$ cat config.mk
export PLATFORM = sky130hd
export DESIGN_NAME = hid_six_key_report_builder
export DESIGN_NICKNAME = d
export VERILOG_FILES = /design/src/hdl/hsk_pkg.sv /design/src/hdl/hsk_ctrl.sv /design/src/hdl/hsk_datapath.sv /design/src/hdl/hid_six_key_report_builder.sv
export SDC_FILE = /design/constraint.sdc
export NUM_CORES = 1
export LEC_CHECK = 0
export ABC_AREA = 1
export BUFFER_PORTS_ARGS = -buffer_cell sky130_fd_sc_hd__buf_4
export CAP_MARGIN = 0
export CORE_MARGIN = 1.5
export CORE_UTILIZATION = 35
export CTS_CLUSTER_SIZE = 28
export DETAILED_ROUTE_END_ITERATION = 7
export PLACE_DENSITY = 0.61
export SKIP_LAST_GASP = 1
export SYNTH_ARGS = -nofsm -noshare
export SYNTH_HDL_FRONTEND = slang
export SYNTH_SLANG_ARGS = --single-unit
$ cat constraint.sdc
create_clock -name clk_i -period 11 [get_ports clk_i]
set_clock_uncertainty 0.2 [all_clocks]
set_input_delay 1.1 -clock clk_i [delete_from_list [all_inputs] [get_ports clk_i]]
set_output_delay 1.1 -clock clk_i [all_outputs]
set_load 0.02 [all_outputs]
$ cat src/hdl/hsk_pkg.sv
`default_nettype none

package hsk_pkg;

  // input beat kind carried on tuser
  typedef enum logic {
    OP_KEY = 1'b0,
    OP_END = 1'b1
  } opcode_e;

  // configuration register indexes
  typedef enum logic [1:0] {
    CFG_LAYOUT = 2'd0,
    CFG_FN     = 2'd1,
    CFG_BRIGHT = 2'd2,
    CFG_STYLE  = 2'd3
  } cfg_idx_e;

  // layout variants, the spare code decodes like the sixty percent board
  typedef enum logic [1:0] {
    LAY_SIXTY = 2'd0,
    LAY_FULL  = 2'd1,
    LAY_V2    = 2'd2
  } layout_e;

  // controller states
  typedef enum logic [1:0] {
    ST_IDLE,
    ST_RELEASE,
    ST_PLACE,
    ST_EMIT
  } state_e;

  // media usage page tag
  localparam logic [15:0] MEDIA_MASK = 16'hFF00;
  localparam logic [15:0] MEDIA_TAG  = 16'hE400;

  // field widths
  localparam int unsigned KEY_W  = 17;
  localparam int unsigned MASK_W = 8;
  localparam int unsigned USE_W  = 8;
  localparam int unsigned IN_W   = 48;
  localparam int unsigned OUT_W  = 80;

  // commands from controller to datapath
  typedef struct packed {
    logic key_load;
    logic scan_start;
    logic rel_en;
    logic place_en;
    logic emit;
  } cmd_t;

  // status from datapath to controller
  typedef struct packed {
    logic out_busy;
  } stat_t;

  // two keys are the same when primary and alt flag match, and alt too if present
  function automatic logic key_eq(
    input logic signed [KEY_W-1:0] p1,
    input logic signed [KEY_W-1:0] a1,
    input logic                    h1,
    input logic signed [KEY_W-1:0] p2,
    input logic signed [KEY_W-1:0] a2,
    input logic                    h2
  );
    key_eq = (p1 == p2) && (h1 == h2) && (!h1 || (a1 == a2));
  endfunction

endpackage

`default_nettype wire

$ cat src/hdl/hsk_ctrl.sv
`default_nettype none

module hsk_ctrl #(
  parameter int unsigned REPORT_SLOTS = 6,
  parameter int unsigned CNT_W        = 3
) (
  input  wire logic                clk_i,
  input  wire logic                rst_ni,
  input  wire logic                in_valid_i,
  input  wire logic                in_opcode_i,
  output logic                     in_ready_o,
  input  wire logic [CNT_W-1:0]    scan_fill_i,
  input  wire hsk_pkg::stat_t      stat_i,
  output hsk_pkg::cmd_t            cmd_o,
  output logic [CNT_W-1:0]         idx_o
);

  hsk_pkg::state_e  state_q, state_d;
  logic [CNT_W-1:0] idx_q, idx_d;
  logic             in_beat;
  logic             end_beat;

  assign in_beat  = in_valid_i && (state_q == hsk_pkg::ST_IDLE);
  assign end_beat = in_beat && (in_opcode_i == hsk_pkg::OP_END);

  // next state and walk index
  always_comb begin
    state_d = state_q;
    idx_d   = idx_q;
    unique case (state_q)
      hsk_pkg::ST_IDLE: begin
        if (end_beat) begin
          state_d = hsk_pkg::ST_RELEASE;
          idx_d   = '0;
        end
      end
      hsk_pkg::ST_RELEASE: begin
        if (idx_q == CNT_W'(REPORT_SLOTS - 1)) begin
          state_d = hsk_pkg::ST_PLACE;
          idx_d   = '0;
        end else begin
          idx_d = idx_q + 1'b1;
        end
      end
      hsk_pkg::ST_PLACE: begin
        if (idx_q < scan_fill_i) begin
          idx_d = idx_q + 1'b1;
        end else begin
          state_d = hsk_pkg::ST_EMIT;
        end
      end
      hsk_pkg::ST_EMIT: begin
        if (!stat_i.out_busy) begin
          state_d = hsk_pkg::ST_IDLE;
        end
      end
      default: state_d = hsk_pkg::ST_IDLE;
    endcase
  end

  // command decode
  always_comb begin
    cmd_o      = '0;
    in_ready_o = 1'b0;
    unique case (state_q)
      hsk_pkg::ST_IDLE: begin
        in_ready_o       = 1'b1;
        cmd_o.key_load   = in_beat && (in_opcode_i == hsk_pkg::OP_KEY);
        cmd_o.scan_start = end_beat;
      end
      hsk_pkg::ST_RELEASE: cmd_o.rel_en = 1'b1;
      hsk_pkg::ST_PLACE:   cmd_o.place_en = (idx_q < scan_fill_i);
      hsk_pkg::ST_EMIT:    cmd_o.emit = !stat_i.out_busy;
      default: cmd_o = '0;
    endcase
  end

  assign idx_o = idx_q;

  // state registers
  always_ff @(posedge clk_i or negedge rst_ni) begin
    if (!rst_ni) begin
      state_q <= hsk_pkg::ST_IDLE;
      idx_q   <= '0;
    end else begin
      state_q <= state_d;
      idx_q   <= idx_d;
    end
  end

endmodule

`default_nettype wire

$ cat src/hdl/hsk_datapath.sv
`default_nettype none

module hsk_datapath #(
  parameter int unsigned REPORT_SLOTS = 6,
  parameter int unsigned CNT_W        = 3,
  parameter int unsigned IDX_W        = 3
) (
  input  wire logic                         clk_i,
  input  wire logic                         rst_ni,
  // configuration write
  input  wire logic                         cfg_we_i,
  input  wire logic [1:0]                   cfg_index_i,
  input  wire logic [hsk_pkg::KEY_W-1:0]    cfg_data_i,
  // input payload
  input  wire logic [hsk_pkg::IN_W-1:0]     in_data_i,
  // control
  input  wire hsk_pkg::cmd_t                cmd_i,
  input  wire logic [CNT_W-1:0]             idx_i,
  output hsk_pkg::stat_t                    stat_o,
  output logic [CNT_W-1:0]                  scan_fill_o,
  // report output
  output logic                              out_valid_o,
  input  wire logic                         out_ready_i,
  output logic [hsk_pkg::OUT_W-1:0]         out_data_o
);

  localparam int unsigned KW = hsk_pkg::KEY_W;

  // configuration registers
  logic [1:0]           layout_q;
  logic signed [KW-1:0] fn_key_q;
  logic signed [KW-1:0] bright_key_q;
  logic signed [KW-1:0] style_key_q;

  // report slots
  logic signed [KW-1:0]          slot_pri_q  [REPORT_SLOTS];
  logic signed [KW-1:0]          slot_alt_q  [REPORT_SLOTS];
  logic                          slot_halt_q [REPORT_SLOTS];
  logic [hsk_pkg::USE_W-1:0]     slot_use_q  [REPORT_SLOTS];
  logic [REPORT_SLOTS-1:0]       slot_vld_q;

  // scan list
  logic signed [KW-1:0] scan_pri_q  [REPORT_SLOTS];
  logic signed [KW-1:0] scan_alt_q  [REPORT_SLOTS];
  logic                 scan_halt_q [REPORT_SLOTS];
  logic [CNT_W-1:0]     scan_fill_q;

  // per-scan flags
  logic                        fn_held_q;
  logic [hsk_pkg::MASK_W-1:0]  mod_q;
  logic                        media_held_q;
  logic signed [KW-1:0]        media_pri_q;
  logic signed [KW-1:0]        media_alt_q;
  logic                        media_halt_q;
  logic                        bright_q;
  logic                        style_q;
  logic [CNT_W-1:0]            rel_cnt_q;

  // output register
  logic                        out_vld_q;
  logic [hsk_pkg::OUT_W-1:0]   out_data_q;
  logic [hsk_pkg::OUT_W-1:0]   report_d;

  // input fields
  logic signed [KW-1:0]        in_pri;
  logic signed [KW-1:0]        in_alt;
  logic                        in_halt;
  logic [hsk_pkg::MASK_W-1:0]  in_mask;

  assign in_pri  = in_data_i[16:0];
  assign in_alt  = in_data_i[33:17];
  assign in_halt = in_data_i[34];
  assign in_mask = in_data_i[42:35];

  // layout decode, spare code acts as sixty percent
  logic lay_full, lay_v2, lay_sixty;
  always_comb begin
    lay_full  = 1'b0;
    lay_v2    = 1'b0;
    lay_sixty = 1'b0;
    unique case (layout_q)
      hsk_pkg::LAY_FULL: lay_full = 1'b1;
      hsk_pkg::LAY_V2:   lay_v2 = 1'b1;
      default:           lay_sixty = 1'b1;
    endcase
  end

  logic [IDX_W-1:0] widx;
  assign widx = idx_i[IDX_W-1:0];

  // release check: does the slot under the walk index still appear in the scan list
  logic slot_keep;
  always_comb begin
    slot_keep = 1'b0;
    for (int j = 0; j < REPORT_SLOTS; j++) begin
      if ((CNT_W'(j) < scan_fill_q) &&
          hsk_pkg::key_eq(slot_pri_q[widx], slot_alt_q[widx], slot_halt_q[widx],
                          scan_pri_q[j], scan_alt_q[j], scan_halt_q[j])) begin
        slot_keep = 1'b1;
      end
    end
  end

  // place check: scan entry against held slots, and the lowest free slot
  logic             place_hit;
  logic             free_found;
  logic [IDX_W-1:0] free_idx;
  always_comb begin
    place_hit  = 1'b0;
    free_found = 1'b0;
    free_idx   = '0;
    for (int s = 0; s < REPORT_SLOTS; s++) begin
      if (slot_vld_q[s]) begin
        if (hsk_pkg::key_eq(slot_pri_q[s], slot_alt_q[s], slot_halt_q[s],
                            scan_pri_q[widx], scan_alt_q[widx], scan_halt_q[widx])) begin
          place_hit = 1'b1;
        end
      end else if (!free_found) begin
        free_found = 1'b1;
        free_idx   = IDX_W'(s);
      end
    end
  end

  logic do_place;
  logic do_release;
  assign do_place   = cmd_i.place_en && !place_hit && free_found;
  assign do_release = cmd_i.rel_en && slot_vld_q[widx] && !slot_keep;

  // key classification
  logic is_fn, is_bright, is_style, is_mod, is_consumer, is_regular;
  always_comb begin
    is_fn       = (in_pri == fn_key_q);
    is_bright   = !is_fn && lay_full && (in_pri == bright_key_q);
    is_style    = !is_fn && !is_bright && !lay_sixty && (in_pri == style_key_q);
    is_mod      = !is_fn && !is_bright && !is_style && in_pri[KW-1];
    is_consumer = !is_fn && !is_bright && !is_style && !is_mod &&
                  ((in_pri[15:0] & hsk_pkg::MEDIA_MASK) == hsk_pkg::MEDIA_TAG);
    is_regular  = !is_fn && !is_bright && !is_style && !is_mod && !is_consumer;
  end

  // configuration registers
  always_ff @(posedge clk_i or negedge rst_ni) begin
    if (!rst_ni) begin
      layout_q     <= '0;
      fn_key_q     <= '0;
      bright_key_q <= '0;
      style_key_q  <= '0;
    end else if (cfg_we_i) begin
      unique case (hsk_pkg::cfg_idx_e'(cfg_index_i))
        hsk_pkg::CFG_LAYOUT: layout_q <= cfg_data_i[1:0];
        hsk_pkg::CFG_FN:     fn_key_q <= cfg_data_i;
        hsk_pkg::CFG_BRIGHT: bright_key_q <= cfg_data_i;
        hsk_pkg::CFG_STYLE:  style_key_q <= cfg_data_i;
        default: ;
      endcase
    end
  end

  // per-scan state
  always_ff @(posedge clk_i or negedge rst_ni) begin
    if (!rst_ni) begin
      scan_fill_q  <= '0;
      fn_held_q    <= 1'b0;
      mod_q        <= '0;
      media_held_q <= 1'b0;
      media_pri_q  <= '0;
      media_alt_q  <= '0;
      media_halt_q <= 1'b0;
      bright_q     <= 1'b0;
      style_q      <= 1'b0;
      rel_cnt_q    <= '0;
    end else if (cmd_i.emit) begin
      scan_fill_q  <= '0;
      fn_held_q    <= 1'b0;
      mod_q        <= '0;
      media_held_q <= 1'b0;
      media_pri_q  <= '0;
      media_alt_q  <= '0;
      media_halt_q <= 1'b0;
      bright_q     <= 1'b0;
      style_q      <= 1'b0;
    end else if (cmd_i.key_load) begin
      if (is_fn) fn_held_q <= 1'b1;
      if (is_bright) bright_q <= 1'b1;
      if (is_style) style_q <= 1'b1;
      if (is_mod) begin
        mod_q <= mod_q | in_mask;
        if (lay_sixty && (in_pri == bright_key_q)) bright_q <= 1'b1;
        if (lay_sixty && (in_pri == style_key_q)) style_q <= 1'b1;
      end
      if (is_consumer) begin
        media_held_q <= 1'b1;
        media_pri_q  <= in_pri;
        media_alt_q  <= in_halt ? in_alt : '0;
        media_halt_q <= in_halt;
      end
      if (is_regular && (scan_fill_q < CNT_W'(REPORT_SLOTS))) begin
        scan_fill_q <= scan_fill_q + 1'b1;
      end
    end else if (cmd_i.scan_start) begin
      rel_cnt_q <= '0;
    end else if (do_release) begin
      rel_cnt_q <= rel_cnt_q + 1'b1;
    end
  end

  // scan list entries, written in fill order
  always_ff @(posedge clk_i) begin
    if (cmd_i.key_load && is_regular && (scan_fill_q < CNT_W'(REPORT_SLOTS))) begin
      scan_pri_q[scan_fill_q[IDX_W-1:0]]  <= in_pri;
      scan_alt_q[scan_fill_q[IDX_W-1:0]]  <= in_halt ? in_alt : '0;
      scan_halt_q[scan_fill_q[IDX_W-1:0]] <= in_halt;
    end
  end

  // slot valid bits
  always_ff @(posedge clk_i or negedge rst_ni) begin
    if (!rst_ni) begin
      slot_vld_q <= '0;
    end else if (do_release) begin
      slot_vld_q[widx] <= 1'b0;
    end else if (do_place) begin
      slot_vld_q[free_idx] <= 1'b1;
    end
  end

  // slot payload
  always_ff @(posedge clk_i) begin
    if (do_place) begin
      slot_pri_q[free_idx]  <= scan_pri_q[widx];
      slot_alt_q[free_idx]  <= scan_alt_q[widx];
      slot_halt_q[free_idx] <= scan_halt_q[widx];
      slot_use_q[free_idx]  <= (scan_halt_q[widx] && fn_held_q) ?
                               scan_alt_q[widx][7:0] : scan_pri_q[widx][7:0];
    end
  end

  // report assembly
  logic        rep_bright;
  logic        rep_style;
  logic [15:0] rep_media;
  always_comb begin
    rep_bright = bright_q;
    rep_style  = style_q;
    if (lay_v2 && style_q && fn_held_q) begin
      rep_style  = 1'b0;
      rep_bright = 1'b1;
    end
    if (lay_sixty) begin
      rep_bright = rep_bright && fn_held_q;
      rep_style  = rep_style && fn_held_q;
    end else if (lay_v2) begin
      rep_bright = rep_bright && fn_held_q;
    end
    rep_media = '0;
    if (media_held_q) begin
      rep_media = (media_halt_q && fn_held_q) ? media_alt_q[15:0] : media_pri_q[15:0];
    end
  end

  for (genvar s = 0; s < 6; s++) begin : g_slot_out
    if (s < REPORT_SLOTS) begin : g_used
      assign report_d[s*8 +: 8] = slot_vld_q[s] ? slot_use_q[s] : '0;
    end else begin : g_unused
      assign report_d[s*8 +: 8] = '0;
    end
  end
  assign report_d[55:48] = mod_q;
  assign report_d[71:56] = rep_media;
  assign report_d[72]    = rep_bright;
  assign report_d[73]    = rep_style;
  assign report_d[76:74] = 3'(rel_cnt_q);
  assign report_d[79:77] = '0;

  // output register
  always_ff @(posedge clk_i or negedge rst_ni) begin
    if (!rst_ni) begin
      out_vld_q <= 1'b0;
    end else if (cmd_i.emit) begin
      out_vld_q <= 1'b1;
    end else if (out_ready_i) begin
      out_vld_q <= 1'b0;
    end
  end

  always_ff @(posedge clk_i) begin
    if (cmd_i.emit) begin
      out_data_q <= report_d;
    end
  end

  assign out_valid_o     = out_vld_q;
  assign out_data_o      = out_data_q;
  assign stat_o.out_busy = out_vld_q && !out_ready_i;
  assign scan_fill_o     = scan_fill_q;

endmodule

`default_nettype wire

$ cat src/hdl/hid_six_key_report_builder.sv
// Six-key keyboard report builder.
// Input stream: one beat per pressed key of a matrix scan (tuser = 0),
// then one end-of-scan beat (tuser = 1). tdata carries key_value,
// alt_value, has_alt and modifier_mask of the key.
// Output stream: one 80-bit report beat per end-of-scan beat, with six
// slot usage codes, modifier byte, media usage, brightness and style
// requests and the count of slots freed at this scan.
// A pressed-key beat is taken while the input is open; the next beat may
// follow at once. An end-of-scan beat starts a walk: the release step
// compares each slot against the whole scan list, the place step puts new
// keys of the list in the lowest free slot and then closes the walk, and
// the emit step loads the report; s_axis_tready is low during the walk.
// The report sits in an output register, so key beats of the next scan
// are taken while it waits; a new report waits for the old one to drain
// when the receiver stalls. Configuration writes are always taken.
// Reset empties all slots and clears the scan state and the output register.
`default_nettype none

module hid_six_key_report_builder #(
  parameter int unsigned REPORT_SLOTS = 6
) (
  input  wire logic        clk_i,
  input  wire logic        rst_ni,
  // configuration write
  input  wire logic        cfg_valid_i,
  output logic             cfg_ready_o,
  input  wire logic [1:0]  cfg_index_i,
  input  wire logic [16:0] cfg_data_i,
  // key beats
  input  wire logic        s_axis_tvalid_i,
  output logic             s_axis_tready_o,
  // key_value[16:0], alt_value[33:17], has_alt[34], modifier_mask[42:35]
  input  wire logic [47:0] s_axis_tdata_i,
  // opcode[0]
  input  wire logic        s_axis_tuser_i,
  // report beats
  output logic             m_axis_tvalid_o,
  input  wire logic        m_axis_tready_i,
  // slot0..5_usage[47:0], modifier_byte[55:48], media_usage[71:56],
  // brightness_up[72], style_change[73], released_count[76:74]
  output logic [79:0]      m_axis_tdata_o
);

  localparam int unsigned CNT_W = $clog2(REPORT_SLOTS + 1);
  localparam int unsigned IDX_W = (REPORT_SLOTS > 1) ? $clog2(REPORT_SLOTS) : 1;

  hsk_pkg::cmd_t    cmd;
  hsk_pkg::stat_t   stat;
  logic [CNT_W-1:0] idx;
  logic [CNT_W-1:0] scan_fill;

  assign cfg_ready_o = 1'b1;

  hsk_ctrl #(
    .REPORT_SLOTS (REPORT_SLOTS),
    .CNT_W        (CNT_W)
  ) u_ctrl (
    .clk_i       (clk_i),
    .rst_ni      (rst_ni),
    .in_valid_i  (s_axis_tvalid_i),
    .in_opcode_i (s_axis_tuser_i),
    .in_ready_o  (s_axis_tready_o),
    .scan_fill_i (scan_fill),
    .stat_i      (stat),
    .cmd_o       (cmd),
    .idx_o       (idx)
  );

  hsk_datapath #(
    .REPORT_SLOTS (REPORT_SLOTS),
    .CNT_W        (CNT_W),
    .IDX_W        (IDX_W)
  ) u_datapath (
    .clk_i       (clk_i),
    .rst_ni      (rst_ni),
    .cfg_we_i    (cfg_valid_i),
    .cfg_index_i (cfg_index_i),
    .cfg_data_i  (cfg_data_i),
    .in_data_i   (s_axis_tdata_i),
    .cmd_i       (cmd),
    .idx_i       (idx),
    .stat_o      (stat),
    .scan_fill_o (scan_fill),
    .out_valid_o (m_axis_tvalid_o),
    .out_ready_i (m_axis_tready_i),
    .out_data_o  (m_axis_tdata_o)
  );

endmodule

`default_nettype wire

======== Word level (Yosys, flattened, before mapping) ========
Memory sizes are Yosys's and may differ from the RTL's. A register that Yosys moved wholly into a read port is not among the register bits.
Cells that the tools add are included.
word-level totals
  register bits after elaboration ......... 145
  memory bits (writable) .................. 468
  input port bits ......................... 73
  output and inout bits ................... 83
  memories ................................ 7
memory list
  name                    words  bits a word  read ports  clocked after memory_dff  write ports  line                source
  u_datapath.scan_alt_q   6      17           7           0                         1            hsk_datapath.sv:44  logic signed [KW-1:0] scan_alt_q [REPORT_SLOTS];
  u_datapath.scan_pri_q   6      17           7           0                         1            hsk_datapath.sv:43  logic signed [KW-1:0] scan_pri_q [REPORT_SLOTS];
  u_datapath.slot_alt_q   6      17           7           0                         1            hsk_datapath.sv:37  logic signed [KW-1:0] slot_alt_q [REPORT_SLOTS];
  u_datapath.slot_pri_q   6      17           7           0                         1            hsk_datapath.sv:36  logic signed [KW-1:0] slot_pri_q [REPORT_SLOTS];
  u_datapath.slot_use_q   6      8            6           6                         1            hsk_datapath.sv:39  logic [hsk_pkg::USE_W-1:0] slot_use_q [REPORT_SLOTS];
  u_datapath.scan_halt_q  6      1            7           0                         1            hsk_datapath.sv:45  logic scan_halt_q [REPORT_SLOTS];
  +1 memories             --     --           --          --                        --           --
cells by class
  add/sub/neg operators ................... 3
  $lt $le $gt $ge ......................... 12
  equal/unequal tests ..................... 54
  muxes and demuxes ....................... 106
  bitwise logic cells ..................... 7
  reduce and logical (&&, ||, !) cells .... 118
operators with widths
  operator                                            count
  == test 17 bit                                      27
  2-to-1 mux 16 bit                                   7
  2-to-1 mux 1 bit                                    65
  logical AND 1 bit                                   61
  2-to-1 mux 3 bit                                    17
  2-to-1 mux 8 bit                                    4
  zero test 1 bit                                     22
  2-to-1 mux 17 bit                                   1
  AND reduction 2 bit                                 8
  nonzero test 2 bit                                  8
  == test 1 bit                                       12
  logical OR 1 bit                                    12
  2-to-1 mux 6 bit                                    2
  == test 2 bit, second input constant                5
  2-to-1 mux 2 bit                                    5
  adder 3 x 1 -> 3 bit, second input constant         3
  case mux 3 bit (3 select lines)                     1
  == test 8 bit, second input constant                1
  < comparator 3 x 4 -> 1 bit, second input constant  2
  bitwise OR 8 bit                                    1
  case mux 2 bit (4 select lines)                     1
  AND 6 bit                                           1
  demux 1 bit (select 3 bit)                          2
  == test 2 x 1 -> 1 bit, second input constant       3
  other kinds (18)                                    29

======== Longest topological paths before layout ========
Gate-level depths: netlist of run 1.
An unclocked memory read counts as a cell.
  depth in word-level cells ............... 21
  depth in mapped cells ................... 27

======== Hierarchy ========
Synthesis of run 1 repeated with hierarchy kept, for this count alone.
unflattened totals
  cells, all modules ...................... 4709
  area, all modules ....................... 40677.8 um^2
by module, submodules not included
  module                      instances  cells an instance  area each (um^2)  sequential area each (um^2)
  hsk_datapath                1          4633               40151.0           23347.4
  hsk_ctrl                    1          74                 515.5             125.1
  hid_six_key_report_builder  1          2                  11.3              0.0

======== Least setup slack after synthesis of run 1 ========
OpenSTA, ideal clock, no wires.
  path kind ............................... input port to flip-flop
  start ................................... input s_axis_tdata_i[16]
  end ..................................... memory u_datapath.scan_alt_q[2][0] in the netlist's numbering, enable pin
  setup time .............................. 515 ps
  data arrival time ....................... 5650 ps
  data required time ...................... 10285 ps
  setup slack ............................. 4635 ps
  stages .................................. 10
  buffers on the path ..................... 1
  cells stage by stage .................... clkbuf_1 -> xor2_1 -> nor4_1 -> nand2_1 -> nor3_1 -> nand2_1 -> nand2_1 -> nor3_1 -> nand2_1 -> nor4_1
between the ends
  longest elaborated chain between the ends .. 20
ends and longest elaborated chain
  item                                line                                                           source
  start: declaration                  hid_six_key_report_builder.sv:33                               input wire logic [47:0] s_axis_tdata_i,
  == test 17 bit                      hsk_datapath.sv:133                                            is_fn = (in_pri == fn_key_q);
  zero test 1 bit                     --
  logical AND 1 bit (2 in a row)      hsk_datapath.sv:134                                            is_bright = !is_fn && lay_full && (in_pri == bright_key_q);
  zero test 1 bit                     --
  logical AND 1 bit                   --
  logical AND 1 bit (2 in a row)      hsk_datapath.sv:135                                            is_style = !is_fn && !is_bright && !lay_sixty && (in_pri == style_key_q);
  zero test 1 bit                     hsk_datapath.sv:136, hsk_datapath.sv:137, hsk_datapath.sv:139
  logical AND 1 bit                   hsk_datapath.sv:136, hsk_datapath.sv:137, hsk_datapath.sv:139
  logical AND 1 bit                   hsk_datapath.sv:136                                            is_mod = !is_fn && !is_bright && !is_style && in_pri[KW-1];
  zero test 1 bit                     hsk_datapath.sv:137, hsk_datapath.sv:139
  logical AND 1 bit (*)               hsk_datapath.sv:137, hsk_datapath.sv:139
  logical AND 1 bit                   hsk_datapath.sv:137                                            is_consumer = !is_fn && !is_bright && !is_style && !is_mod &&
  zero test 1 bit                     hsk_datapath.sv:139                                            is_regular = !is_fn && !is_bright && !is_style && !is_mod && !is_consumer;
  logical AND 1 bit (*)               hsk_datapath.sv:139
  logical AND 1 bit (*) (2 in a row)  hsk_datapath.sv:210                                            if (cmd_i.key_load && is_regular && (scan_fill_q < CNT_W'(REPORT_SLOTS))) begin
  2-to-1 mux 1 bit (*)                hsk_datapath.sv:210
  2-to-1 mux 1 bit (*)                hsk_datapath.sv:212                                            scan_alt_q[scan_fill_q[IDX_W-1:0]] <= in_halt ? in_alt : '0;
  end: declaration                    hsk_datapath.sv:44
Every way passes the cells marked *; elsewhere a longest branch is shown, timed or not.

======== Worst setup path in the final report of run 1 ========
  start ................................... register u_ctrl.idx_q[1] (netlist: u_ctrl.idx_o[1])
  end ..................................... memory u_datapath.slot_pri_q[2][12] in the netlist's numbering, enable pin
between the ends
  longest elaborated chain between the ends .. 21
ends and longest elaborated chain
  item                                                   line                 source
  start: declaration                                     hsk_ctrl.sv:19       logic [CNT_W-1:0] idx_q, idx_d;
  start signal: assignment                               hsk_ctrl.sv:87       idx_q <= idx_d;
  memory read (6 x 17 bit) (tied with other cells)       --
  == test 17 bit or == test 1 bit (tied branches)        hsk_pkg.sv:68        key_eq = (p1 == p2) && (h1 == h2) && (!h1 || (a1 == a2));
  logical AND 1 bit or logical OR 1 bit (tied branches)  hsk_pkg.sv:68
  logical AND 1 bit                                      hsk_pkg.sv:68
  2-to-1 mux 1 bit                                       hsk_datapath.sv:114  if (hsk_pkg::key_eq(slot_pri_q[s], slot_alt_q[s], slot_halt_q[s],
  2-to-1 mux 1 bit                                       hsk_datapath.sv:113  if (slot_vld_q[s]) begin
  2-to-1 mux 1 bit                                       hsk_datapath.sv:114
  2-to-1 mux 1 bit                                       hsk_datapath.sv:113
  [4 not listed]                                         --
  2-to-1 mux 1 bit                                       hsk_datapath.sv:114
  2-to-1 mux 1 bit                                       hsk_datapath.sv:113
  2-to-1 mux 1 bit                                       hsk_datapath.sv:114
  2-to-1 mux 1 bit                                       hsk_datapath.sv:113
  zero test 1 bit                                        hsk_datapath.sv:127  assign do_place = cmd_i.place_en && !place_hit && free_found;
  logical AND 1 bit (*) (2 in a row)                     hsk_datapath.sv:127
  2-to-1 mux 1 bit (*)                                   hsk_datapath.sv:230  if (do_place) begin
  2-to-1 mux 1 bit (not written as such) (*)             hsk_datapath.sv:231  slot_pri_q[free_idx] <= scan_pri_q[widx];
  end: declaration                                       hsk_datapath.sv:36
Marks and branches as above.

==> results_dict.tcl, run 1 <==
set metrics [dict create \
    rr_startpoint "u_ctrl.idx_o[1]$_DFFE_PN0P_" \
    crit_slowest_cell "sky130_fd_sc_hd__buf_4" \
    max_freq_ghz 0.153 \
    power_density_nw_per_um2 250 \
    post_route_cells_drive_above_1_share_pct 9.49 \
    detail_route.drc_violations 0 \
    number_of_buffers_created_by_cts 91 \
    grt_setup_unrepaired "false" \
    critPathCaptureType "flop" \
    clk-insertion-delay-late_ns 0.69 \
    floorplan.rows 124 \
    cts_resized 0 \
    run_status "finished clean" \
    area_growth_pct 14.3 \
    cts_setup_buffers 0 \
    ff2ff_setup_slack_ns 4.48 \
    fin_setup_tns_ns 0 \
    routedWlPerCell_um 19.4 \
    power.leakage_uw 0.0204 \
    synth_area_sq_um 40400 \
    placement.setup.worst_slack_ns 4.50 \
    finalWeightedCongestion 0.958 \
    critical_path.cell_chain "inv_4 -> buf_4 -> nor2_1 -> o21ai_1 -> nand2_1 -> nand2_1 -> nand2_2 -> o21ai_0 -> nor2_1 -> nand2_1 -> nor2_1 -> nand3_1 -> nand2_1 -> nand2_1 -> nand2_1 -> nor2_1 -> nand2_2 -> nor3_2 -> buf_4" \
    worst_ep_required_time_ns 11.08 \
    placement.cell_area_sq_um 43200 \
    detailedRoute.firstPassIterationCount 6 \
    grt_remaining_overflow 0 \
    ctsRootBufferMaster "sky130_fd_sc_hd__clkbuf_16" \
    full_die_area_sq_um 117000 \
    path_common_cell "sky130_fd_sc_hd__nand2_1" \
    final.fill_count 11300 \
    finalSetupViolCount 0 \
    via_count_of_the_first_global_routing_pass 29700 \
    detail_route.vias_per_cell 4.93 \
    first_pass_grt_wire_length_um 185000 \
    numPortBuffers 146 \
    top_level_ports 156 \
    dieWidth_um 343 \
    detail_route.wirelength_um 124000 \
    final.period_utilization_pct 59.2 \
    worst_setup_hold_path_clk_slew_ns 0.06 \
    tightest_slew_ns 1.27 \
    synth_warnings 0 \
    floorplan.die.height_um 343 \
    maximum_number_of_buffers_from_clock_root_to_sink 3 \
    worst-endpoint-arrival_ns 6.59 \
    register_bit_count_reported_by_yosys 801 \
    final-hold-violation-count 0 \
    cts_tree "done" \
    timing.hold.worst.class "input pin to async pin" \
    final.hold.worst_slack_ns 0.243 \
    post_detailed_placement_half_perimeter_wirelength_um 86000 \
    worst_setup_path_class "flop to flop" \
    summed_area_of_non_filler_cells_in_the_final_layout_sq_um 46100 \
    initial_antenna_violation_count 2 \
    detailroute.via_count 31600 \
    max_stage_delay_ns 0.85 \
    cts_max_level 3 \
    synth_cell_type_count 46 \
    crit_fanout 71 \
    core_sq_um 114000 \
    initialDrtViolationCount 3071 \
    endpoint_of_the_worst_register_to_register_path "u_datapath.slot_pri_q[2][12]$_DFFE_PP_" \
    number_of_max_capacitance_violations_reported 0 \
    grt_use_total_pct 21.0 \
    cp_startpoint_kind "flop" \
    antenna_left 0 \
    yosysSeqAreaShare_pct 58.2 \
    final_critical_path_setup_slack_ns 4.48 \
    pin_count_of_the_biggest_net_entering_global_routing 174 \
    syn_area_per_cell_sq_um 8.88 \
    timing.slew.headroom_pct 14.6 \
    clock-sinks 801 \
    cts_hold_repair.buffers 0 \
    synthCells 4546 \
    total_power_uw 11500 \
    num-nets-final 4895 \
    timing_max_transition_violations_final 0 \
    vdd_drop_max_uv 152 \
    r2r.worst_path.cells 19 \
    initial_core_util_pct 35.3 \
    period_needed_ns 6.52 \
]
==> power by group <==
group	switching [uW]	total, uW	leakage (uW)	internal, uW
sequential	176	4110	0.00787	3930
combinational	3280	4400	0.0111	1110
clock	1310	3030	0.00144	1720
total	4760	11500	0.0204	6770
==> layout by cell type (no fill, tap or decap), types with 13 or more instances in the layout <==
master                      count
sky130_fd_sc_hd__conb_1       144
sky130_fd_sc_hd__o21ai_0      274
sky130_fd_sc_hd__dfrtp_1      113
sky130_fd_sc_hd__nor2_1       340
sky130_fd_sc_hd__inv_1        560
sky130_fd_sc_hd__edfxtp_1     685
sky130_fd_sc_hd__nand3_1      305
sky130_fd_sc_hd__nand2_1     1563
sky130_fd_sc_hd__xor2_1        65
sky130_fd_sc_hd__nand4_1       27
sky130_fd_sc_hd__o21ai_1       78
sky130_fd_sc_hd__clkinv_1      13
sky130_fd_sc_hd__clkbuf_16     93
sky130_fd_sc_hd__xnor2_1       61
sky130_fd_sc_hd__o211ai_1      28
sky130_fd_sc_hd__o22ai_1       23
sky130_fd_sc_hd__inv_2         29
sky130_fd_sc_hd__a21oi_1       52
sky130_fd_sc_hd__clkbuf_1      27
sky130_fd_sc_hd__nor3_1        20
sky130_fd_sc_hd__buf_4        175
sky130_fd_sc_hd__clkinv_2      18
sky130_fd_sc_hd__nand2_2       93
==> worst max path at each step <==
stage                                start                                endpoint  slack [ns]  cells after the start
6_report       u_ctrl.idx_o[1]$_DFFE_PN0P_  u_datapath.slot_pri_q[2][12]$_DFFE_PP_        4.48                     19
5_1_grt        u_ctrl.idx_o[1]$_DFFE_PN0P_  u_datapath.slot_pri_q[2][12]$_DFFE_PP_        4.08                     19
4_1_cts        u_ctrl.idx_o[1]$_DFFE_PN0P_  u_datapath.slot_pri_q[2][12]$_DFFE_PP_        4.44                     19
3_5_place_dp   u_ctrl.idx_o[1]$_DFFE_PN0P_  u_datapath.slot_alt_q[2][14]$_DFFE_PP_        4.50                     19
3_3_place_gp   u_ctrl.idx_o[1]$_DFFE_PN0P_  u_datapath.slot_alt_q[2][15]$_DFFE_PP_        4.55                     19
2_1_floorplan           s_axis_tdata_i[16]   u_datapath.scan_alt_q[2][0]$_DFFE_PP_        4.64                     10
==> critical path: cells and delay by family, from the launching register on <==
family	cells	cell delay, ns
buffers and inverters	3	2.28
and+or+nand+nor	14	2.19
DFF	1	0.65
AOI/OAI and AO/OA	2	0.65
==> metal layers <==
metal  wire [um]  global-route usage [%]
met1       54600                    29.9
met2       56400                    33.1
met3        9880                    3.20
met4        3490                    6.07
met5          13                       0
==> through the flow <==
stage	util (%)	cells
2_1_floorplan	-	4688
3_3_place_gp	37.7	6229
3_5_place_dp	37.7	6229
4_1_cts	40.3	6399
5_1_grt	40.3	6399
6_report	40.3	6400
==> sequential cells by signal (all words and copies together), names as in the netlist, 16 cells and up <==
| register | flops |
|---|---|
| u_datapath.bright_key_q | 17 |
| u_datapath.fn_key_q | 17 |
| u_datapath.media_alt_q | 16 |
| u_datapath.media_pri_q | 16 |
| u_datapath.out_data_o | 77 |
| u_datapath.scan_alt_q | 136 |
| u_datapath.scan_pri_q | 136 |
| u_datapath.slot_alt_q | 136 |
| u_datapath.slot_pri_q | 136 |
| u_datapath.slot_use_q | 48 |
| u_datapath.style_key_q | 17 |
==> Yosys cell counts (all sizes together) <==
master	n	area [sq um]
a21boi	1	7.51
nor4	9	56.3
or2	11	68.8
a21o	2	15.0
o21bai	2	15.0
clkinv	2	8.75
nand4	27	169
a31oi	1	6.26
conb	2	7.51
nand3	305	1530
o21ai	352	1760
edfxtp	685	20600
and2	1	6.26
o211ai	28	210
mux2i	1	10.0
nand3b	6	45.0
dfrtp	116	2900
nor3	24	120
nor3b	1	7.51
xnor2	61	534
clkbuf	38	143
ha	12	150
o32ai	2	17.5
buf	109	907
nand2	1659	6480
inv	592	2220
o2111ai	5	43.8
a211oi	3	22.5
o41a	1	11.3
nor2	347	1320
a21oi	52	260
xor2	65	569
o221ai	1	8.76
o22ai	23	144
==> cell families after synthesis <==
logic type / synth area share (%)
fa+ha+maj: 0.372
mux: 0.0248
other cells: 0.0186
compound gates: 6.25
flops: 58.2
buf+inv: 8.14
xor+xnor: 2.73
simple gates: 24.3
==> cell type report <==
| class | instances | area [sq um] | share of cell area [%] |
|---|---|---|---|
| Sequential cell | 801 | 23500 | 50.9 |
| Tap cell | 1512 | 1890 | 4.10 |
| Inverter | 594 | 2240 | 4.86 |
| Antenna cell | 1 | 2.50 | 0.00542 |
| Clock buffer | 125 | 2500 | 5.41 |
| Timing Repair Buffer | 176 | 1330 | 2.89 |
| Clock inverter | 45 | 468 | 1.01 |
| Multi-Input combinational cell | 3146 | 14200 | 30.8 |
No activity file was read; power rests on OpenSTA's default activity.
==> run 2, diff against run 1 <==
--- a/config.mk
+++ b/config.mk
@@ -12,7 +12,7 @@
 export CORE_UTILIZATION = 35
 export CTS_CLUSTER_SIZE = 28
 export DETAILED_ROUTE_END_ITERATION = 7
-export PLACE_DENSITY = 0.61
+export PLACE_DENSITY = 0.63
 export SKIP_LAST_GASP = 1
 export SYNTH_ARGS = -nofsm -noshare
 export SYNTH_HDL_FRONTEND = slang
==> constraint.sdc (replaced) <==
create_clock -name clk_i -period 5.3 [get_ports clk_i]
set_clock_uncertainty 0.2 [all_clocks]
set_input_delay 0.53 -clock clk_i [delete_from_list [all_inputs] [get_ports clk_i]]
set_output_delay 0.53 -clock clk_i [all_outputs]
set_load 0.02 [all_outputs]
==> results_dict.tcl, run 2 (synthesis results as in run 1) <==
set metrics [dict create \
    run_status "finished clean" \
    dieWidth_um 343 \
    detailedRoute.firstPassIterationCount 6 \
    full_die_area_sq_um 117000 \
    first_pass_grt_wire_length_um 190000 \
    leading_cell_types_in_the_layout_fill_and_taps_excluded "sky130_fd_sc_hd__nand2_1 (1563), sky130_fd_sc_hd__edfxtp_1 (685), sky130_fd_sc_hd__inv_1 (560), sky130_fd_sc_hd__nor2_1 (340), sky130_fd_sc_hd__nand3_1 (305)" \
    top_level_ports 156 \
    core_sq_um 114000 \
    grtUsageMet1_pct 30.5 \
    final_critical_path_setup_slack_ns 0.648 \
    placement.setup.worst_slack_ns 0.773 \
    finalSetupViolCount 0 \
    post_detailed_placement_half_perimeter_wirelength_um 91800 \
    period_needed_ns 4.65 \
    detail_route.drc_violations 0 \
    cts_tree "done" \
    pin_count_of_the_biggest_net_entering_global_routing 65 \
    floorplan.die.height_um 343 \
    timing.hold.worst.class "input pin to flop" \
    cp_startpoint_kind "flop" \
    initial_core_util_pct 35.3 \
    post_route_cells_drive_above_1_share_pct 10.1 \
    cts_setup_buffers 0 \
    antenna_left 0 \
    max_freq_ghz 0.215 \
    instances_no_fill 6488 \
    clock-sinks 801 \
    tightest_slew_ns 1.21 \
    number_of_max_capacitance_violations_reported 0 \
    critPathCaptureType "flop" \
    via_count_of_the_first_global_routing_pass 30100 \
    globalRoute.busiestLayer "met2" \
    ctsRootBufferMaster "sky130_fd_sc_hd__clkbuf_16" \
    cts_max_level 3 \
    routedWlPerCell_um 19.7 \
    timing.slew.headroom_pct 18.8 \
    crit_fanout 52 \
    worst_ep_required_time_ns 5.45 \
    worst_setup_hold_path_clk_slew_ns 0.06 \
    grt_use_total_pct 21.6 \
    final.period_utilization_pct 87.8 \
    placement.cell_area_sq_um 43700 \
    num-nets-final 4990 \
    timing_max_transition_violations_final 0 \
    summed_area_of_non_filler_cells_in_the_final_layout_sq_um 47100 \
    numPortBuffers 146 \
    floorplan.rows 124 \
    cts_resized 0 \
    clk-insertion-delay-late_ns 0.70 \
    groute.layer.met3.usage_pct 3.42 \
    dpl.cell_count 6276 \
    ff_latch_area_sq_um 23500 \
    initial_antenna_violation_count 5 \
    maximum_number_of_buffers_from_clock_root_to_sink 3 \
    number_of_buffers_created_by_cts 89 \
    leading_cell_type_in_the_layout_fill_and_taps_excluded "sky130_fd_sc_hd__nand2_1" \
    final.fill_count 11300 \
    worst-endpoint-arrival_ns 4.80 \
    vdd_drop_max_uv 282 \
    area_growth_pct 16.6 \
    multiInputGateArea_sq_um 14200 \
    detailroute.via_count 32000 \
    finalWeightedCongestion 0.964 \
    grt_remaining_overflow 0 \
    detail_route.vias_per_cell 4.94 \
    final-hold-violation-count 0 \
    worst_setup_path_class "flop to flop" \
    power.leakage_uw 0.0208 \
    grt_setup_unrepaired "false" \
    initialDrtViolationCount 3584 \
    grt_use_met2_pct 35.1 \
    detail_route.wirelength_um 128000 \
    power_density_nw_per_um2 515 \
    final.hold.worst_slack_ns 0.0340 \
    total_power_uw 24200 \
]
## run 2: layout make-up
class / instances / share of cell area, %
Sequential cell: 801 / 49.9
Multi-Input combinational cell: 3146 / 30.2
Timing Repair Buffer: 273 / 5.07
Clock buffer: 114 / 5.04
Inverter: 594 / 4.76
Tap cell: 1512 / 4.02
Clock inverter: 47 / 0.986
Antenna cell: 1 / 0.00532
## run 2: power by group
group | switching [uW] | internal, uW | total, uW
Sequential | 389 | 8160 | 8550
Clock | 2670 | 3480 | 6140
Combinational | 6980 | 2560 | 9540
Total | 10000 | 14200 | 24200
## run 2: worst paths after layout
path / start / slack (ns) / to / cells after the start
setup / recovery: u_ctrl.idx_o[0]$_DFFE_PN0P_ / 0.65 / u_datapath.slot_pri_q[2][13]$_DFFE_PP_ / 18
hold / removal: s_axis_tdata_i[25] / 0.03 / u_datapath.media_alt_q[8]$_DFFE_PN0P_ / 3
setup reg to reg: u_ctrl.idx_o[0]$_DFFE_PN0P_ / 0.65 / u_datapath.slot_pri_q[2][13]$_DFFE_PP_ / 18
hold reg to reg: u_datapath.mod_q[0]$_DFFE_PN0P_ / 0.25 / u_datapath.out_data_o[48]$_DFFE_PP_ / 0
max in group asynchronous: rst_ni / 3.50 / u_ctrl.idx_o[0]$_DFFE_PN0P_ / 3
min in group asynchronous: rst_ni / 0.24 / u_datapath.fn_key_q[12]$_DFFE_PN0P_ / 2
## run 2: what timing repair did
item | in CTS | in global routing
hold endpoints to repair | 249 | 0
endpoints found under the setup margin | 0 | 0
hold buffers | 50 | 0
## run 2: critical path: stages, from the launching register on
cell and delay, ns:
sky130_fd_sc_hd__dfrtp_4 0.83, sky130_fd_sc_hd__buf_4 0.48, sky130_fd_sc_hd__nand2_1 0.11, sky130_fd_sc_hd__o211ai_1 0.09, sky130_fd_sc_hd__nand2_1 0.14, sky130_fd_sc_hd__nand2_1 0.24, sky130_fd_sc_hd__nand2_2 0.30, sky130_fd_sc_hd__inv_2 0.19
sky130_fd_sc_hd__nand2_1 0.07, sky130_fd_sc_hd__nand4_1 0.14, sky130_fd_sc_hd__nor2_1 0.06, sky130_fd_sc_hd__nand3_1 0.15, sky130_fd_sc_hd__nand2_1 0.08, sky130_fd_sc_hd__nand2_1 0.10, sky130_fd_sc_hd__nand2_1 0.07, sky130_fd_sc_hd__nor2_1 0.13
sky130_fd_sc_hd__nand2_2 0.24, sky130_fd_sc_hd__nor3_4 0.27, sky130_fd_sc_hd__buf_12 0.31
## run 2: through the flow
stage          util [%]  setup TNS (ns)
3_3_place_gp       38.2               0
4_1_cts            41.2               0
2_1_floorplan         -          -69.26
6_report           41.2               0
5_1_grt            41.2               0
3_5_place_dp       38.2               0
## run 2: layer usage
| metal | vias to the layer above | share of wire [%] |
|---|---|---|
| li1 | 15300 | - |
| met4 | 0 | 2.0 |
| met3 | 166 | 8.1 |
| met2 | 1357 | 46 |
| met5 | - | 0 |
| met1 | 15200 | 44 |
